<file path="src/design/dt2i_pkg.sv">
// Shared character codes, widths and scan phase type for the decimal text converter.
package dt2i_pkg;

  localparam logic [7:0] CHAR_SPACE = 8'h20;
  localparam logic [7:0] CHAR_TAB   = 8'h09;
  localparam logic [7:0] CHAR_NL    = 8'h0A;
  localparam logic [7:0] CHAR_PLUS  = 8'h2B;
  localparam logic [7:0] CHAR_MINUS = 8'h2D;
  localparam logic [7:0] CHAR_ZERO  = 8'h30;
  localparam logic [7:0] CHAR_NINE  = 8'h39;

  localparam int RES_W  = 128;
  localparam int HALF_W = 64;

  // BCD digit correction after each right shift.
  localparam logic [3:0] DIGIT_LIMIT = 4'd7;
  localparam logic [3:0] DIGIT_ADJ   = 4'd3;

  typedef enum logic [1:0] {
    PH_BLANK  = 2'd0,
    PH_DIGITS = 2'd1,
    PH_IGNORE = 2'd2
  } phase_t;

endpackage

</file>
<file path="src/design/decimal_text_to_int128_top.sv">
// Top level of the decimal text to signed 128-bit integer converter.
//
// Usage: the string arrives one byte per transfer on the input channel
// (char_code, last, in_valid, in_stall). Leading spaces, tabs, newlines and
// plus signs are skipped, one optional minus sign is taken, then decimal
// digits up to the first non-digit; anything after that is ignored.
// Ordinary bytes are taken one per cycle while in_stall is low. The byte
// marked last starts the conversion, which shifts the stored BCD digits
// right one bit per cycle (reverse double dabble) and collects the binary
// value one bit per cycle, negating it serially on the fly when the string
// was negative. The number of conversion steps grows with the number of
// stored digits and never falls below the result width. After the final
// step the result waits in the hold state and is loaded into the output
// register once that register is free. in_stall is high from the last
// byte until the result has been loaded into the output register.
// The output channel (value_low, value_high, overflow, out_valid, out_stall)
// holds a result until it is taken; while out_stall is high the next string
// may still be received and converted, but its result waits for the
// output register to become free. A synchronous reset returns the scanner to
// the blank phase, clears the digit store and drops any pending result.
module decimal_text_to_int128_top
  import dt2i_pkg::*;
#(
  parameter int MAX_DIGITS = 40
) (
  input  logic              clk,
  input  logic              rst,
  input  logic              in_valid,
  output logic              in_stall,
  input  logic [7:0]        char_code,
  input  logic              last,
  output logic              out_valid,
  input  logic              out_stall,
  output logic [HALF_W-1:0] value_low,
  output logic [HALF_W-1:0] value_high,
  output logic              overflow
);

  localparam int BCD_W   = 4 * MAX_DIGITS;
  localparam int CNT_W   = $clog2(MAX_DIGITS + 1);
  localparam int STEPS   = (4 * MAX_DIGITS > RES_W) ? 4 * MAX_DIGITS : RES_W;
  localparam int STEP_W  = $clog2(STEPS);
  localparam int FOUR_W  = CNT_W + 2;
  localparam int WIDE_W  = (FOUR_W > STEP_W + 1) ? FOUR_W : STEP_W + 1;

  typedef enum logic [1:0] {
    S_IDLE,
    S_CONV,
    S_HOLD
  } state_t;

  state_t             state;
  phase_t             phase;
  logic               negative;
  logic [CNT_W-1:0]   digit_count;
  logic               too_many;
  logic [BCD_W-1:0]   bcd;
  logic [STEP_W-1:0]  step;
  logic [STEP_W-1:0]  step_end;
  logic               conv_neg;
  logic               conv_over;
  logic               seen_one;
  logic [RES_W-1:0]   res;

  // Scanner next values for the byte on the input.
  phase_t             phase_next;
  logic               negative_next;
  logic [CNT_W-1:0]   digit_count_next;
  logic               too_many_next;
  logic [BCD_W-1:0]   bcd_next;
  logic               is_digit;
  logic [3:0]         digit;
  logic               take;
  logic               in_acc;

  // Conversion datapath.
  logic [BCD_W-1:0]   bcd_shift;
  logic [BCD_W-1:0]   bcd_step;
  logic               lsb;
  logic               res_bit;
  logic               in_window;
  logic [WIDE_W-1:0]  four_n;
  logic [WIDE_W-1:0]  end_wide;
  logic               out_free;

  assign in_stall = (state != S_IDLE);
  assign in_acc   = in_valid && !in_stall;
  assign out_free = !out_valid || !out_stall;

  assign is_digit = (char_code >= CHAR_ZERO) && (char_code <= CHAR_NINE);
  assign digit    = 4'(char_code - CHAR_ZERO);

  always_comb begin
    phase_next       = phase;
    negative_next    = negative;
    digit_count_next = digit_count;
    too_many_next    = too_many;
    bcd_next         = bcd;
    take             = 1'b0;
    case (phase)
      PH_BLANK: begin
        if (char_code == CHAR_SPACE || char_code == CHAR_TAB ||
            char_code == CHAR_NL || char_code == CHAR_PLUS) begin
          phase_next = PH_BLANK;
        end else if (char_code == CHAR_MINUS) begin
          negative_next = 1'b1;
          phase_next    = PH_DIGITS;
        end else if (is_digit) begin
          take       = 1'b1;
          phase_next = PH_DIGITS;
        end else begin
          phase_next = PH_IGNORE;
        end
      end
      PH_DIGITS: begin
        if (is_digit) begin
          take = 1'b1;
        end else begin
          phase_next = PH_IGNORE;
        end
      end
      default: begin
        phase_next = phase;
      end
    endcase
    // Leading zeros are not stored; digits beyond capacity only set the flag.
    if (take && !(digit_count == '0 && digit == 4'd0)) begin
      if (digit_count < CNT_W'(MAX_DIGITS)) begin
        bcd_next         = (bcd << 4) | BCD_W'(digit);
        digit_count_next = digit_count + 1'b1;
      end else begin
        too_many_next = 1'b1;
      end
    end
  end

  // One reverse double dabble step: shift right, then pull every digit
  // above seven back by three.
  assign lsb       = bcd[0];
  assign bcd_shift = bcd >> 1;

  always_comb begin
    bcd_step = bcd_shift;
    for (int i = 0; i < MAX_DIGITS; i++) begin
      if (bcd_shift[4*i +: 4] > DIGIT_LIMIT) begin
        bcd_step[4*i +: 4] = bcd_shift[4*i +: 4] - DIGIT_ADJ;
      end
    end
  end

  // Serial two's complement: bits pass unchanged up to and including the
  // first one, and are inverted after it.
  assign res_bit   = lsb ^ (conv_neg & seen_one);
  assign in_window = ({1'b0, step} < (STEP_W + 1)'(RES_W));

  // Index of the final conversion step: the larger of RES_W and 4 * n, less one.
  assign four_n   = WIDE_W'({digit_count_next, 2'b00});
  assign end_wide = ((four_n > WIDE_W'(RES_W)) ? four_n : WIDE_W'(RES_W)) - 1'b1;

  always_ff @(posedge clk) begin
    if (rst) begin
      state       <= S_IDLE;
      phase       <= PH_BLANK;
      negative    <= 1'b0;
      digit_count <= '0;
      too_many    <= 1'b0;
      bcd         <= '0;
      out_valid   <= 1'b0;
      step        <= '0;
    end else begin
      // A waiting result refills the output register in the cycle that the
      // previous one leaves it, so only clear it when nothing is waiting.
      if (out_valid && !out_stall && state != S_HOLD) begin
        out_valid <= 1'b0;
      end
      case (state)
        S_IDLE: begin
          if (in_acc) begin
            bcd <= bcd_next;
            if (last) begin
              // The scanner returns to its reset state; the conversion keeps
              // what it needs in its own registers.
              phase       <= PH_BLANK;
              negative    <= 1'b0;
              digit_count <= '0;
              too_many    <= 1'b0;
              conv_neg    <= negative_next;
              conv_over   <= too_many_next;
              seen_one    <= 1'b0;
              step        <= '0;
              step_end    <= STEP_W'(end_wide);
              state       <= S_CONV;
            end else begin
              phase       <= phase_next;
              negative    <= negative_next;
              digit_count <= digit_count_next;
              too_many    <= too_many_next;
            end
          end
        end
        S_CONV: begin
          bcd  <= bcd_step;
          step <= step + 1'b1;
          if (in_window) begin
            res      <= {res_bit, res[RES_W-1:1]};
            seen_one <= seen_one | lsb;
          end else if (lsb) begin
            conv_over <= 1'b1;
          end
          if (step == step_end) begin
            state <= S_HOLD;
          end
        end
        S_HOLD: begin
          if (out_free) begin
            value_low  <= res[HALF_W-1:0];
            value_high <= res[RES_W-1:HALF_W];
            overflow   <= conv_over;
            out_valid  <= 1'b1;
            state      <= S_IDLE;
          end
        end
        default: begin
          state <= S_IDLE;
        end
      endcase
    end
  end

  a_last_starts_conv: assert property (@(posedge clk) disable iff (rst)
    in_acc && last |=> state == S_CONV)
    else $error("last byte did not start a conversion");

  a_conv_ends: assert property (@(posedge clk) disable iff (rst)
    state == S_CONV && step == step_end |=> state == S_HOLD)
    else $error("conversion did not stop at its final step");

  a_hold_loads: assert property (@(posedge clk) disable iff (rst)
    state == S_HOLD && out_free |=> out_valid && state == S_IDLE)
    else $error("finished result was not loaded into the output register");

  a_count_bound: assert property (@(posedge clk) disable iff (rst)
    digit_count <= CNT_W'(MAX_DIGITS))
    else $error("digit count beyond capacity");

  a_bcd_drained: assert property (@(posedge clk) disable iff (rst)
    state == S_HOLD |-> bcd == '0)
    else $error("digit store not empty after conversion");

endmodule
</file>
<file path="config.mk">
export PLATFORM = sky130hd
export DESIGN_NAME = decimal_text_to_int128_top
export DESIGN_NICKNAME = d
export VERILOG_FILES = /design/src/design/dt2i_pkg.sv /design/src/design/decimal_text_to_int128_top.sv
export SDC_FILE = /design/constraint.sdc
export NUM_CORES = 1
export LEC_CHECK = 0
export BUFFER_PORTS_ARGS = -buffer_cell sky130_fd_sc_hd__buf_2
export CAP_MARGIN = 10
export CORE_MARGIN = 1
export CORE_UTILIZATION = 25
export DETAILED_ROUTE_END_ITERATION = 8
export GPL_TIMING_DRIVEN = 0
export PLACE_DENSITY = 0.47
export SLEW_MARGIN = 20
export SYNTH_ARGS = -nofsm -noshare
export SYNTH_HDL_FRONTEND = slang
export SYNTH_SLANG_ARGS = --single-unit
</file>
<file path="constraint.sdc">
create_clock -name clk -period 14 [get_ports clk]
set_clock_uncertainty 0.1 [all_clocks]
set_input_delay 2.1 -clock clk [delete_from_list [all_inputs] [get_ports clk]]
set_output_delay 2.1 -clock clk [all_outputs]
set_load 0.02 [all_outputs]
</file>
-- Word-level counts from Yosys, hierarchy flattened
Cells that the tools add are included.
W data, S select, Z words.
- register bits after elaboration: 449
- bits in latches: 0
- bits in writable memories: 0
- bits in read-only memories: 0
- bits of input ports: 13
- output and inout bits: 131
- word-level logic and storage cells: 246
- memories kept: 0
- add/subtract/negate cells: 44
- $mul: 0
- divide/modulo/power cells: 0
- magnitude comparators: 45
- eq/ne operators: 20
- shift-type cells: 0
- muxes and demuxes: 85
- bitwise gates (word level): 5
- reduce and logical (&&, ||, !) cells: 31
- operators with widths (kind ; count):
    $mux W160 ; 3
    $pmux W160 S2 ; 1
    $mux W4 ; 40
    $or A160 B4 Y160 ; 1
    $gt A4 B3 Y1 const B ; 39
    $sub A4 B2 Y4 const B ; 39
    $eq A8 B6 Y1 const B ; 3
    $mux W8 ; 3
    $mux W1 ; 20
    $ne A2 B2 Y1 const B ; 10
    $mux W2 ; 9
    $mux W6 ; 3
    $eq A8 B4 Y1 const B ; 2
    $pmux W8 S2 ; 1
    $reduce_and A4 Y1 ; 4
    $reduce_and A3 Y1 ; 3
    $add A8 B1 Y8 const B ; 1
    $eq A8 B8 Y1 ; 1
    $ge A8 B6 Y1 const B ; 1
    $gt A8 B8 Y1 const B ; 1
    $le A8 B6 Y1 const B ; 1
    $lt A8 B8 Y1 const B ; 1
    $sub A8 B1 Y8 const B ; 1
    $add A6 B1 Y6 const B ; 1
    25 further kinds ; 41

-- Logic depth before layout (Yosys ltp)
Gate-level depths: netlist of the first run.
- depth after elaboration: 11
- mapped depth: 11
- mapped depth without buffers: 10

-- Worst setup path before layout of the first run
OpenSTA, ideal clock, no wires.
- kind: input to register
- start point: input port rst
- end point: register overflow (enable)
- setup time: 0.802 ns
- arrival time: 11.848 ns
- required time: 13.098 ns
- slack: 1.250 ns
- stages: 3
- path through: clkbuf_1 > clkbuf_1 > nor3b_1
- longest elaborated chain between the ends: 2
- ends and longest elaborated chain (element ; line ; source):
    start, declared ; decimal_text_to_int128_top.sv:27 ; input logic rst,
    $not A1 Y1 (no line) ; - ;
    $reduce_and A3 Y1 (no line) ; - ;
    end signal, assigned ; decimal_text_to_int128_top.sv:218 ; overflow <= conv_over;
    end, declared ; decimal_text_to_int128_top.sv:36 ; output logic overflow
No other way between the ends.
A chain may end at the register's enable or synchronous reset.

-- Worst setup path after layout of the first run
- start point: input port rst
- end point: register res[89] (enable)
- longest elaborated chain between the ends: 2
- ends and longest elaborated chain (element ; line ; source):
    $not A1 Y1 (no line) ; - ;
    $reduce_and A3 Y1 (no line) ; - ;
    end signal, assigned ; decimal_text_to_int128_top.sv:205 ; res <= {res_bit, res[RES_W-1:1]};
    end, declared ; decimal_text_to_int128_top.sv:63 ; logic [RES_W-1:0] res;
No other way between the ends.

==> summary.md, run 1 <==
| Metric | Value |
|---|---|
| Hold Startpoint | `conv_over` |
| Met2 Use GR | `17.9%` |
| Least-Margin Pin Slew | `0.797 ns` |
| Setup TNS | `0 ns` |
| Sw frac | `between 20% and 30%` |
| Global route total overflow | `0` |
| R2R depth | `12` |
| Fillers | `7734` |
| Ys flop type | `edfxtp_1` |
| CTS Buffer Depth | `3` |
| Worst rel slew slack | `a little under half` |
| Worst path cell trace | `clkbuf_1 > clkbuf_1 > nor3_2 > buf_4 > buf_4 > buf_4 > buf_4 > buf_4 > buf_4 > buf_4` |
| Drt first pass iters | `5` |
| Post-CTS setup buffer count | `0` |
| Area share of the largest cell type after synthesis | `between 40 and 50%` |
| Most common cell on crit path | `buf_4` |
| DP HPWL | `29700 um` |
| Fmax | `221 MHz` |
| Clock power share | `43.4%` |
| Routability cong. | `0.768` |
| Critical path class | `primary input to flop` |
| IO buf count | `141` |
| Count leader, synth | `nand2_1` |
| Number of synthesized register bits | `447` |
| First-pass GRT wire length | `about 72000 um` |
| Hold Crit Depth | `0` |
| Worst Path Buf+Inv | `9` |
| CP endpoint kind | `flop` |
| GRT met3 Usage | `2.19%` |
| Post-route ant nets | `0` |
| PostCTS Resize Cnt | `0` |
| Clock transition at path regs | `0.06 ns` |
| Worst Path Required | `roughly 14 ns` |
| Final WS setup | `9.47 ns` |
| Area contributors post-synth | `edfxtp_1 42%, dfxtp_1 19%, a311oi_2 7.8%` |
| Skew-Pair Late Insertion Delay | `0.58 ns` |
| Internal Power | `2.36 mW` |
| H-tree levels | `2` |
| Warning count from the yosys run | `0` |
| Pin count of the biggest net entering global routing | `15` |
| Tcrit/Tclk final | `32.4%` |
| RSZ-0062 raised after global routing | `false` |
| Cells after synthesis | `1628` |
| Initial antenna violation count | `0` |
| Comb pwr share | `7.8%` |
| Layer with the highest usage | `met2` |
| Min Tclk post-route | `4.53 ns` |
| Total number of vias | `13100` |
| Count of final hold-check violations | `0` |
| Hold Path End | `overflow` |
| Syn avg cell area | `between 10 and 15 sq um` |
| Area of the die | `0.0779 sq mm` |
| EDFF count, synth | `266` |
| CTS tree | `yes` |
| Post-synth top cells | `327 x nand2_1, 266 x edfxtp_1, 181 x dfxtp_1` |
| Startpoint types | `primary input` |
| Pwr Density | `134 mW/mm^2` |
| Hold Buf Count CTS | `0` |
| Worst hold path type | `flop to flop` |
| Flop2flop setup slack | `10.08 ns` |
| Worst vdd ir | `0.0760 mV` |
| I/O pin count | `144` |
| Iter 0 DRT Violations | `slightly above 800` |
| Status | `finished clean` |
| Sinks on Clock Net | `447` |
| Crit Path Max Fanout | `10` |
| Die X | `279 um` |
| Nets | `1909` |
| Layout area overhead | `20.4%` |
| Vias in the first global route | `12900` |
| Row count | `101` |
| Critical Path AT | `4.70 ns` |
| Final setup violating endpoints | `0` |
| DRC Markers | `0` |
| Antenna cells | `0` |
| Starting Density | `around 25%` |
| Core ar. | `0.0759 sq mm` |
| Sequential cell area | `~0.012 sq mm` |
| Num CTS Buffers | `50` |
| Max incr delay on CP | `between 0.5 and 0.6 ns` |
| Asr flop ratio synth | `0%` |
| Area of the multi-input gates | `~0.0069 sq mm` |
| Register area share after synthesis | `roughly three fifths` |
| Crit Reg-Reg Startpoint | `state[0]` |
| Routed WL | `44400 um` |
| Wire length per cell | `around 15 um` |
| Yosys top cell by area | `edfxtp_1` |
| Cell area after synthesis | `0.0192 sq mm` |
| Met1 Usage GRT | `15.3%` |
| Die height | `between 200 and 300 um` |
| Via/cell ratio | `4.47` |
| Share of layout cells above drive strength 1 | `20.7%` |
| Gr usage total | `between 10% and 20%` |
| Netlist cell types | `53` |
| Pre-CTS setup slack | `8.78 ns` |
| Final number of max-transition violations | `0` |
| Leak | `8.30 nW` |
| Sequential Power Share | `roughly half` |
| Clock Tree Root | `clkbuf_16` |
| Synth Net Count | `1686` |
| Slowest CP cell | `nor3_2` |
| Reg-to-Reg End | `res[88]` |
| CP delay by family, top | `buffers and inverters` |
| Max_cap viols | `0` |
| P_sw | `0.751 mW` |
## logic make-up after synthesis
group	count (synthesis)	share of synthesized area, %
AND/OR/NAND/NOR	529	11.7
flip-flops	447	60.5
AO/OA/AOI/OAI	359	16.6
buffers and inverters	145	3.51
XOR/XNOR	98	4.47
adder cells (fa/ha/maj)	45	2.93
multiplexers	5	0.274
## metrics by stage
stage / instances / power [mW] / instance area, sq um / utilization [%] / hold WS, ns
2_1_floorplan: 1628 / 1.72 / 19200 / - / 0.300
3_3_place_gp: 2799 / 1.79 / 21200 / 27.9 / 0.307
3_5_place_dp: 2829 / 1.79 / 21500 / 28.2 / 0.309
4_1_cts: 2920 / 3.17 / 23100 / 30.5 / 0.323
5_1_grt: 2920 / 3.24 / 23100 / 30.5 / 0.344
6_report: 2920 / 3.11 / 23100 / 30.5 / 0.320
## final cells by class
| class | count | share of cell area [%] |
|---|---|---|
| inverter | 45 | 0.730 |
| timing repair buffer | 171 | 4.11 |
| sequential | 447 | 50.2 |
| buffer | 100 | 2.19 |
| clock buffer | 59 | 5.60 |
| clock inverter | 32 | 1.65 |
| multi-input combinational | 1036 | 30.0 |
| tap | 1030 | 5.57 |
## power by group through the flow
stage	logic, mW	clock network, mW	registers, mW
final	0.241	1.35	1.52
after global routing	0.273	1.44	1.53
after CTS	0.245	1.40	1.52
after detailed placement	0.243	0	1.55
after global placement	0.235	0	1.55
after floorplan	0.190	0	1.53
## layout by cell type, fill, tap and decap left out, types with 45 or more instances in the layout
| cell | synthesis | final |
|---|---|---|
| a21oi_1 | 93 | 93 |
| a311oi_1 | 59 | 59 |
| a311oi_2 | 100 | 100 |
| buf_2 | 17 | 158 |
| clkbuf_1 | 66 | 74 |
| clkbuf_16 | 0 | 50 |
| dfxtp_1 | 181 | 181 |
| edfxtp_1 | 266 | 266 |
| ha_1 | 45 | 45 |
| inv_1 | 45 | 45 |
| nand2_1 | 327 | 327 |
| nor2_1 | 108 | 108 |
| o21ai_0 | 46 | 46 |
| xnor2_1 | 48 | 48 |
| xor2_1 | 50 | 50 |
## worst register-to-register path: cells and delay by family (launching register included)
kind / cells / cell delay, ns
buffers and inverters: 10 / 2.42
DFF: 1 / 0.47
and+or+nand+nor: 2 / 0.64
## layer usage
layer | vias to the layer above | wire length [um]
li1 | 6359 | -
met1 | 6379 | 21100
met2 | 249 | 20200
met3 | 67 | 2090
met4 | 0 | 1020
met5 | - | 0
## registers in the layout, summed over array words and instances, names as in the netlist
name / flops
bcd: 160
conv_neg: 1
conv_over: 1
digit_count: 6
negative: 1
out_valid: 1
overflow: 1
phase: 2
res: 128
seen_one: 1
state: 2
step: 8
step_end: 6
too_many: 1
value_high: 64
value_low: 64
## worst max path at each step
stage	startpoint	to	slack, ns	cells after the start
final	rst	res[89]	9.47	10
after global routing	rst	res[88]	9.25	10
after CTS	rst	res[89]	9.40	10
after detailed placement	rst	res[88]	8.78	10
after global placement	rst	value_high[17]	-4.21	3
after floorplan	rst	overflow	1.25	3
Power figures use the tool's default switching activity.
==> inputs of run 2 (changes only) <==
- clock period: 14 -> 4.7 ns (I/O delays scaled with it)
==> run 2 against run 1 <==
Against the previous run:
- wire length decreased by 0.13%
- clock-buffer cell count grew 9
- global-route usage rose by 0.051 points
- non-clock buffer count decreased by 12
- cell area shrank 0.18%
- flip-flop and latch count did not move
- sequential share of layout area increased by 0.093 points
- first-iteration DRC count increased by 1.3%
- critical path type is now flop to flop
- largest cell class unchanged
- highest routed layer unchanged
==> summary.md, run 2 (same netlist as run 1, synthesis figures left out) <==
| Metric | Value |
|---|---|
| Status | `finished clean` |
| Worst rel slew slack | `45.9% (-1.0 points)` |
| CP delay by family, top | `buffers and inverters` |
| Gr usage total | `11.2% (+0.051 points)` |
| Post-CTS setup buffer count | `0 (unchanged)` |
| H-tree levels | `2 (unchanged)` |
| Die height | `279 um (unchanged)` |
| P_sw | `2.25 mW (+200%)` |
| Most frequent cells in the layout | `327 x nand2_1, 266 x edfxtp_1, 181 x dfxtp_1` |
| Clock power share | `41.9% (-1.5 points)` |
| Slowest CP cell | `nor3_4` |
| Clock Tree Root | `clkbuf_16` |
| Worst Path Required | `4.88 ns (-9.29 ns)` |
| Final setup violating endpoints | `0 (unchanged)` |
| Post-route ant nets | `0 (unchanged)` |
| Layout area overhead | `20.2%` |
| Least-Margin Pin Slew | `0.812 ns (+0.0155 ns)` |
| Sinks on Clock Net | `447 (unchanged)` |
| Die X | `279 um (unchanged)` |
| Placed cells | `2817 (-0.42%)` |
| Worst Path Buf+Inv | `9 (unchanged)` |
| Max incr delay on CP | `0.48 ns (-0.10 ns)` |
| Share of layout cells above drive strength 1 | `20.1% (-0.58 points)` |
| IO buf count | `141 (unchanged)` |
| Pin count of the biggest net entering global routing | `17 (+2)` |
| Core Util, Final | `30.4% (-0.056 points)` |
| RSZ-0062 raised after global routing | `false` |
| Row count | `101 (unchanged)` |
| Critical Path AT | `3.61 ns (-1.09 ns)` |
| Tcrit/Tclk final | `72.8%` |
| DP HPWL | `29600 um (-0.18%)` |
| Max_cap viols | `0 (unchanged)` |
| Final std cells w/o fill | `2910 (-0.34%)` |
| Num CTS Buffers | `50 (unchanged)` |
| Startpoint types | `flop` |
| CTS tree | `yes` |
| Internal Power | `6.78 mW (+190%)` |
| Fmax | `292 MHz` |
| Total number of vias | `12900 (-0.83%)` |
| Final hold slack | `0.321 ns (+0.00143 ns)` |
| Nets | `1897 (-0.63%)` |
| PostCTS Resize Cnt | `0 (unchanged)` |
| Critical path class | `flop to flop` |
| Worst path cell trace | `nand2b_1 > clkbuf_1 > clkbuf_1 > clkbuf_1 > nor3_4 > buf_8 > buf_16 > buf_8 > buf_8 > buf_8 > buf_8` |
| Regs by FF count | `bcd: 160 flops, res: 128 flops` |
| Skew-Pair Late Insertion Delay | `0.58 ns (about the same)` |
| Max FFs per register | `160 (unchanged)` |
| Vias in the first global route | `13000 (+0.49%)` |
| Wire length per cell | `15.2 um (+0.21%)` |
| Min Tclk post-route | `around 3.4 ns` |
| Comb pwr share | `8.0% (+0.2 points)` |
| Sequential Power Share | `50.1% (+1.3 points)` |
| Clock transition at path regs | `0.06 ns (about the same)` |
| DRC Markers | `0 (unchanged)` |
| Final number of max-transition violations | `0 (unchanged)` |
| Via/cell ratio | `4.45 (-0.49%)` |
| Flop2flop setup slack | `1.28 ns (-8.80 ns)` |
| CP endpoint kind | `flop` |
| Area of the die | `0.0779 sq mm (unchanged)` |
| First-pass GRT wire length | `72100 um (+0.46%)` |
| Crit Path Max Fanout | `16 (+6)` |
| Placed inst area | `0.0215 sq mm (+0.27%)` |
| Sw frac | `24.9% (+0.72 points)` |
| Global route total overflow | `0 (unchanged)` |
| Pre-CTS setup slack | `1.20 ns (-7.58 ns)` |
| Leak | `8.23 nW (-0.86%)` |
| Pwr Density | `391 mW/mm^2 (+190%)` |
| Count of final hold-check violations | `0 (unchanged)` |
| I/O pin count | `144 (unchanged)` |
| Antenna cells | `0 (unchanged)` |
| Initial antenna violation count | `0 (unchanged)` |
| Most common cell on crit path | `buf_8` |
| Post-Layout Inst Area | `0.0231 sq mm (-0.18%)` |
| Worst hold path type | `flop to flop` |
| Commonest non-fill, non-tap cell in the layout | `nand2_1` |
| Core ar. | `0.0759 sq mm (unchanged)` |
| Worst vdd ir | `0.290 mV (+280%)` |
| Final WS setup | `1.28 ns (-8.19 ns)` |
| Starting Density | `25.3% (unchanged)` |
| CTS Buffer Depth | `3 (unchanged)` |
| Iter 0 DRT Violations | `836 (+1.3%)` |
| Routed WL | `44400 um (-0.13%)` |
| Reg with most FFs | `bcd` |
| Routability cong. | `0.759 (-1.1%)` |
| Drt first pass iters | `5 (unchanged)` |
| Hold Buf Count CTS | `0 (unchanged)` |
run 2: cell count changes in the layout (fill, tap and decap cells not counted), moves of 2 or more:
cell / delta
buf_4: -25
clkbuf_8: +2
clkinv_1: -2
buf_16: +2
bufinv_16: -6
clkbuf_1: +5
clkbuf_16: +2
clkinv_2: +3
buf_8: +9
clkinv_4: -2
buf_6: +2
run 2: power groups by stage:
stage | clock network [mW] | registers, mW | logic [mW]
after global routing | 4.09 | 4.55 | 0.817
after CTS | 3.94 | 4.52 | 0.733
after detailed placement | 0 | 4.60 | 0.729
after global placement | 0 | 4.61 | 0.701
final | 3.78 | 4.52 | 0.724
after floorplan | 0 | 4.54 | 0.569
run 2: worst paths after layout:
check	to	startpoint	cells past startpoint
setup / recovery	res[1]	state[0]	11
hold / removal	value_low[0]	res[0]	0
setup reg to reg	res[1]	state[0]	11
hold reg to reg	value_low[0]	res[0]	0
run 2: metrics by stage:
stage	setup TNS, ns	power (mW)
4_1_cts	0	9.19
3_5_place_dp	0	5.33
5_1_grt	0	9.45
6_report	0	9.03
3_3_place_gp	-514.81	5.31
2_1_floorplan	-12.66	5.11
run 2: cell type report:
| cell class | count | area (sq um) |
|---|---|---|
| Multi-Input combinational cell | 1036 | 6940 |
| Inverter | 45 | 169 |
| Fill cell | 7707 | 52900 |
| Sequential cell | 447 | 11600 |
| Clock buffer | 68 | 1370 |
| Buffer | 100 | 526 |
| Clock inverter | 25 | 205 |
| Tap cell | 1030 | 1290 |
| Timing Repair Buffer | 159 | 975 |
run 2: metal layers:
| metal | global-route usage [%] | vias up | wire length, um |
|---|---|---|---|
| li1 | - | 6343 | - |
| met1 | 15.4 | 6278 | 21600 |
| met3 | 2.32 | 71 | 2040 |
| met5 | 0 | - | 0 |
| met2 | 17.7 | 254 | 19700 |
| met4 | 3.49 | 0 | 1080 |
run 2: worst register-to-register path, stage by stage (launching register included):
cell	delay, ns
dfxtp_1	0.46
nand2b_1	0.09
clkbuf_1	0.14
clkbuf_1	0.36
clkbuf_1	0.38
nor3_4	0.48
buf_8	0.24
buf_16	0.16
buf_8	0.17
buf_8	0.18
buf_8	0.18
buf_8	0.18
==> inputs of run 3 (changes only) <==
- clock period: 4.7 -> 3.5 ns (I/O delays scaled with it)
==> run 3 against run 2 <==
Against the previous run:
- maximum frequency grew 6.0%
- sequential power grew 35%
- register-to-register slack lost 1.0 ns
- clock-buffer cell count shrank 9
- sequential share of layout area shrank 0.38 points
- clock power grew 46%
- first-iteration DRC count shrank 3.6%
- total power grew 39%
- cell area grew 0.77%
- die area is the same
- combinational power grew 35%
- via count grew 0.24%
- largest power group unchanged
==> summary.md, run 3 (same netlist as run 1, synthesis figures left out) <==
| Metric | Value |
|---|---|
| Status | `finished clean` |
| Crit Reg-Reg Startpoint | `state[1]` |
| Crit path depth | `11 (unchanged)` |
| Initial antenna violation count | `0 (unchanged)` |
| Commonest non-fill, non-tap cell in the layout | `nand2_1` |
| Drt first pass iters | `5 (unchanged)` |
| Share of layout cells above drive strength 1 | `20.7% (+0.57 points)` |
| Comb pwr share | `7.7% (-0.3 points)` |
| CTS Buffer Depth | `3 (unchanged)` |
| Worst setup path startpoint | `state[1]` |
| Routed WL | `43800 um (-1.3%)` |
| Worst Path Required | `3.68 ns (-1.20 ns)` |
| Min Tclk post-route | `3.23 ns (-0.192 ns)` |
| Area of the die | `0.0779 sq mm (unchanged)` |
| I/O pin count | `144 (unchanged)` |
| Critical path class | `flop to flop` |
| Gr usage total | `11.1% (-0.13 points)` |
| First-pass GRT wire length | `71200 um (-1.2%)` |
| Leak | `8.32 nW (+1.1%)` |
| Slowest CP cell | `nor3b_4` |
| Clock transition at path regs | `0.06 ns (about the same)` |
| H-tree levels | `2 (unchanged)` |
| Skew-Pair Late Insertion Delay | `0.61 ns (+0.03 ns)` |
| Via/cell ratio | `4.46 (+0.21%)` |
| DR top layer | `met4` |
| RSZ-0062 raised after global routing | `false` |
| Fmax | `310 MHz (+6.0%)` |
| Total number of vias | `13000 (+0.24%)` |
| Worst vdd ir | `0.344 mV (+19%)` |
| Wire length per cell | `15.0 um (-1.4%)` |
| DP HPWL | `29100 um (-1.7%)` |
| Starting Density | `25.3% (unchanged)` |
| DRC Markers | `0 (unchanged)` |
| Clock Tree Root | `clkbuf_16` |
| Count of final hold-check violations | `0 (unchanged)` |
| Reg with most FFs | `bcd` |
| Placed cells | `2818 (+0.035%)` |
| Final number of max-transition violations | `0 (unchanged)` |
| Routed length on met3 | `2240 um (+10%)` |
| Antenna cells | `0 (unchanged)` |
| CP delay by family, top | `buffers and inverters` |
| Max incr delay on CP | `0.37 ns (-0.11 ns)` |
| Worst path cell trace | `clkbuf_1 > nand2b_1 > nor3b_4 > buf_6 > buf_6 > buf_6 > buf_8 > buf_8 > buf_6 > buf_8 > buf_6` |
| Tcrit/Tclk final | `92.2% (+19 points)` |
| Max_cap viols | `0 (unchanged)` |
| Least-Margin Pin Slew | `0.759 ns (-0.0529 ns)` |
| Internal Power | `9.50 mW (+40%)` |
| Row count | `101 (unchanged)` |
| Most frequent cells in the layout | `327 x nand2_1, 266 x edfxtp_1, 180 x dfxtp_1` |
| Startpoint types | `flop` |
| Sequential Power Share | `48.3% (-1.8 points)` |
| Regs by FF count | `bcd: 160 flops, res: 128 flops` |
| Final setup violating endpoints | `0 (unchanged)` |
| Max FFs per register | `160 (unchanged)` |
| Worst hold path type | `primary input to flop` |
| CP endpoint kind | `flop` |
| Reg-to-Reg End | `value_high[37]` |
| Die height | `279 um (unchanged)` |
| Critical Path AT | `3.41 ns (-0.20 ns)` |
| Nets | `1898 (+0.053%)` |
| Setup TNS | `0 ns (unchanged)` |
| Num CTS Buffers | `50 (unchanged)` |
| Global route total overflow | `0 (unchanged)` |
| Iter 0 DRT Violations | `806 (-3.6%)` |
| Pwr Density | `541 mW/mm^2 (+38%)` |
| P_sw | `3.08 mW (+37%)` |
| Detail Route met2 WL | `19700 um (+0.19%)` |
| Post-route ant nets | `0 (unchanged)` |
| IO buf count | `141 (unchanged)` |
| R2R depth | `11 (unchanged)` |
| Layout area overhead | `21.1%` |
| Worst rel slew slack | `49.4% (+3.5 points)` |
| Hold Buf Count CTS | `0 (unchanged)` |
| Sinks on Clock Net | `447 (unchanged)` |
| Final std cells w/o fill | `2911 (+0.034%)` |
| Routability cong. | `0.760 (+0.17%)` |
| Crit Path Max Fanout | `15 (-1)` |
| Clock power share | `43.9% (+2.0 points)` |
| Vias in the first global route | `13100 (+0.70%)` |
| Core ar. | `0.0759 sq mm (unchanged)` |
| Pin count of the biggest net entering global routing | `18 (+1)` |
| PostCTS Resize Cnt | `0 (unchanged)` |
| Post-CTS setup buffer count | `0 (unchanged)` |
| Die X | `279 um (unchanged)` |
| Most common cell on crit path | `buf_6` |
| Flop2flop setup slack | `0.27 ns (-1.01 ns)` |
| Worst Setup EP | `value_high[37]` |
| Sw frac | `24.5% (-0.39 points)` |
| Worst Path Buf+Inv | `9 (unchanged)` |
| CTS tree | `yes` |
| Wl on met1 | `20900 um (-3.2%)` |
| Core Util, Final | `30.6% (+0.23 points)` |
-- run 3: changes by cell type in the layout (fill, tap and decap cells not counted), moves of 2 or more --
cell	delta
clkbuf_1	-10
bufinv_16	+6
clkinv_2	-2
inv_6	+2
-- run 3: worst min-delay path: cells and delay by family --
family,cells,cell delay [ns]
buf+inv,1,0.12
simple gates,1,0.07
compound gates,1,0.08
-- run 3: worst min path at each step --
stage,from,to,slack (ns),cells past startpoint
3_3_place_gp,res[0],value_low[0],0.30,0
6_report,char_code[0],bcd[0],0.14,3
3_5_place_dp,conv_over,overflow,0.31,0
4_1_cts,char_code[0],bcd[0],0.11,3
2_1_floorplan,conv_over,overflow,0.30,0
5_1_grt,char_code[3],bcd[3],0.13,3
-- run 3: layout make-up --
cell class / instances / area [sq um]
well taps: 1030 / 1290
flip-flops and latches: 447 / 11600
inverters: 45 / 169
repair buffers: 160 / 973
clock inverters: 34 / 427
fillers: 7724 / 52700
clock buffers: 59 / 1310
multi-input cells: 1036 / 6940
plain buffers: 100 / 547
-- run 3: per-layer routing --
| metal | track usage [%] | vias to the layer above |
|---|---|---|
| li1 | - | 6362 |
| met1 | 15.1 | 6309 |
| met2 | 17.6 | 237 |
| met3 | 2.43 | 69 |
| met4 | 3.24 | 0 |
| met5 | 0 | - |
-- run 3: per-stage QoR --
stage / hold slack, ns / power (mW) / worst slack [ns] / instance area [sq um]
after global placement: 0.301 / 7.13 / -3.07 / 21300
after global routing: 0.130 / 13.1 / 0.0408 / 23300
final: 0.143 / 12.6 / 0.272 / 23300
after detailed placement: 0.306 / 7.16 / 0.217 / 21500
after floorplan: 0.300 / 6.87 / -1.12 / 19300
after CTS: 0.108 / 12.8 / 0.185 / 23300
-- run 3: power by group through the flow --
stage,combinational (mW),clock (mW),sequential (mW)
after global placement,0.945,0,6.19
after detailed placement,0.979,0,6.18
after CTS,0.987,5.74,6.07
after floorplan,0.768,0,6.10
final,0.974,5.52,6.08
after global routing,1.10,5.93,6.11
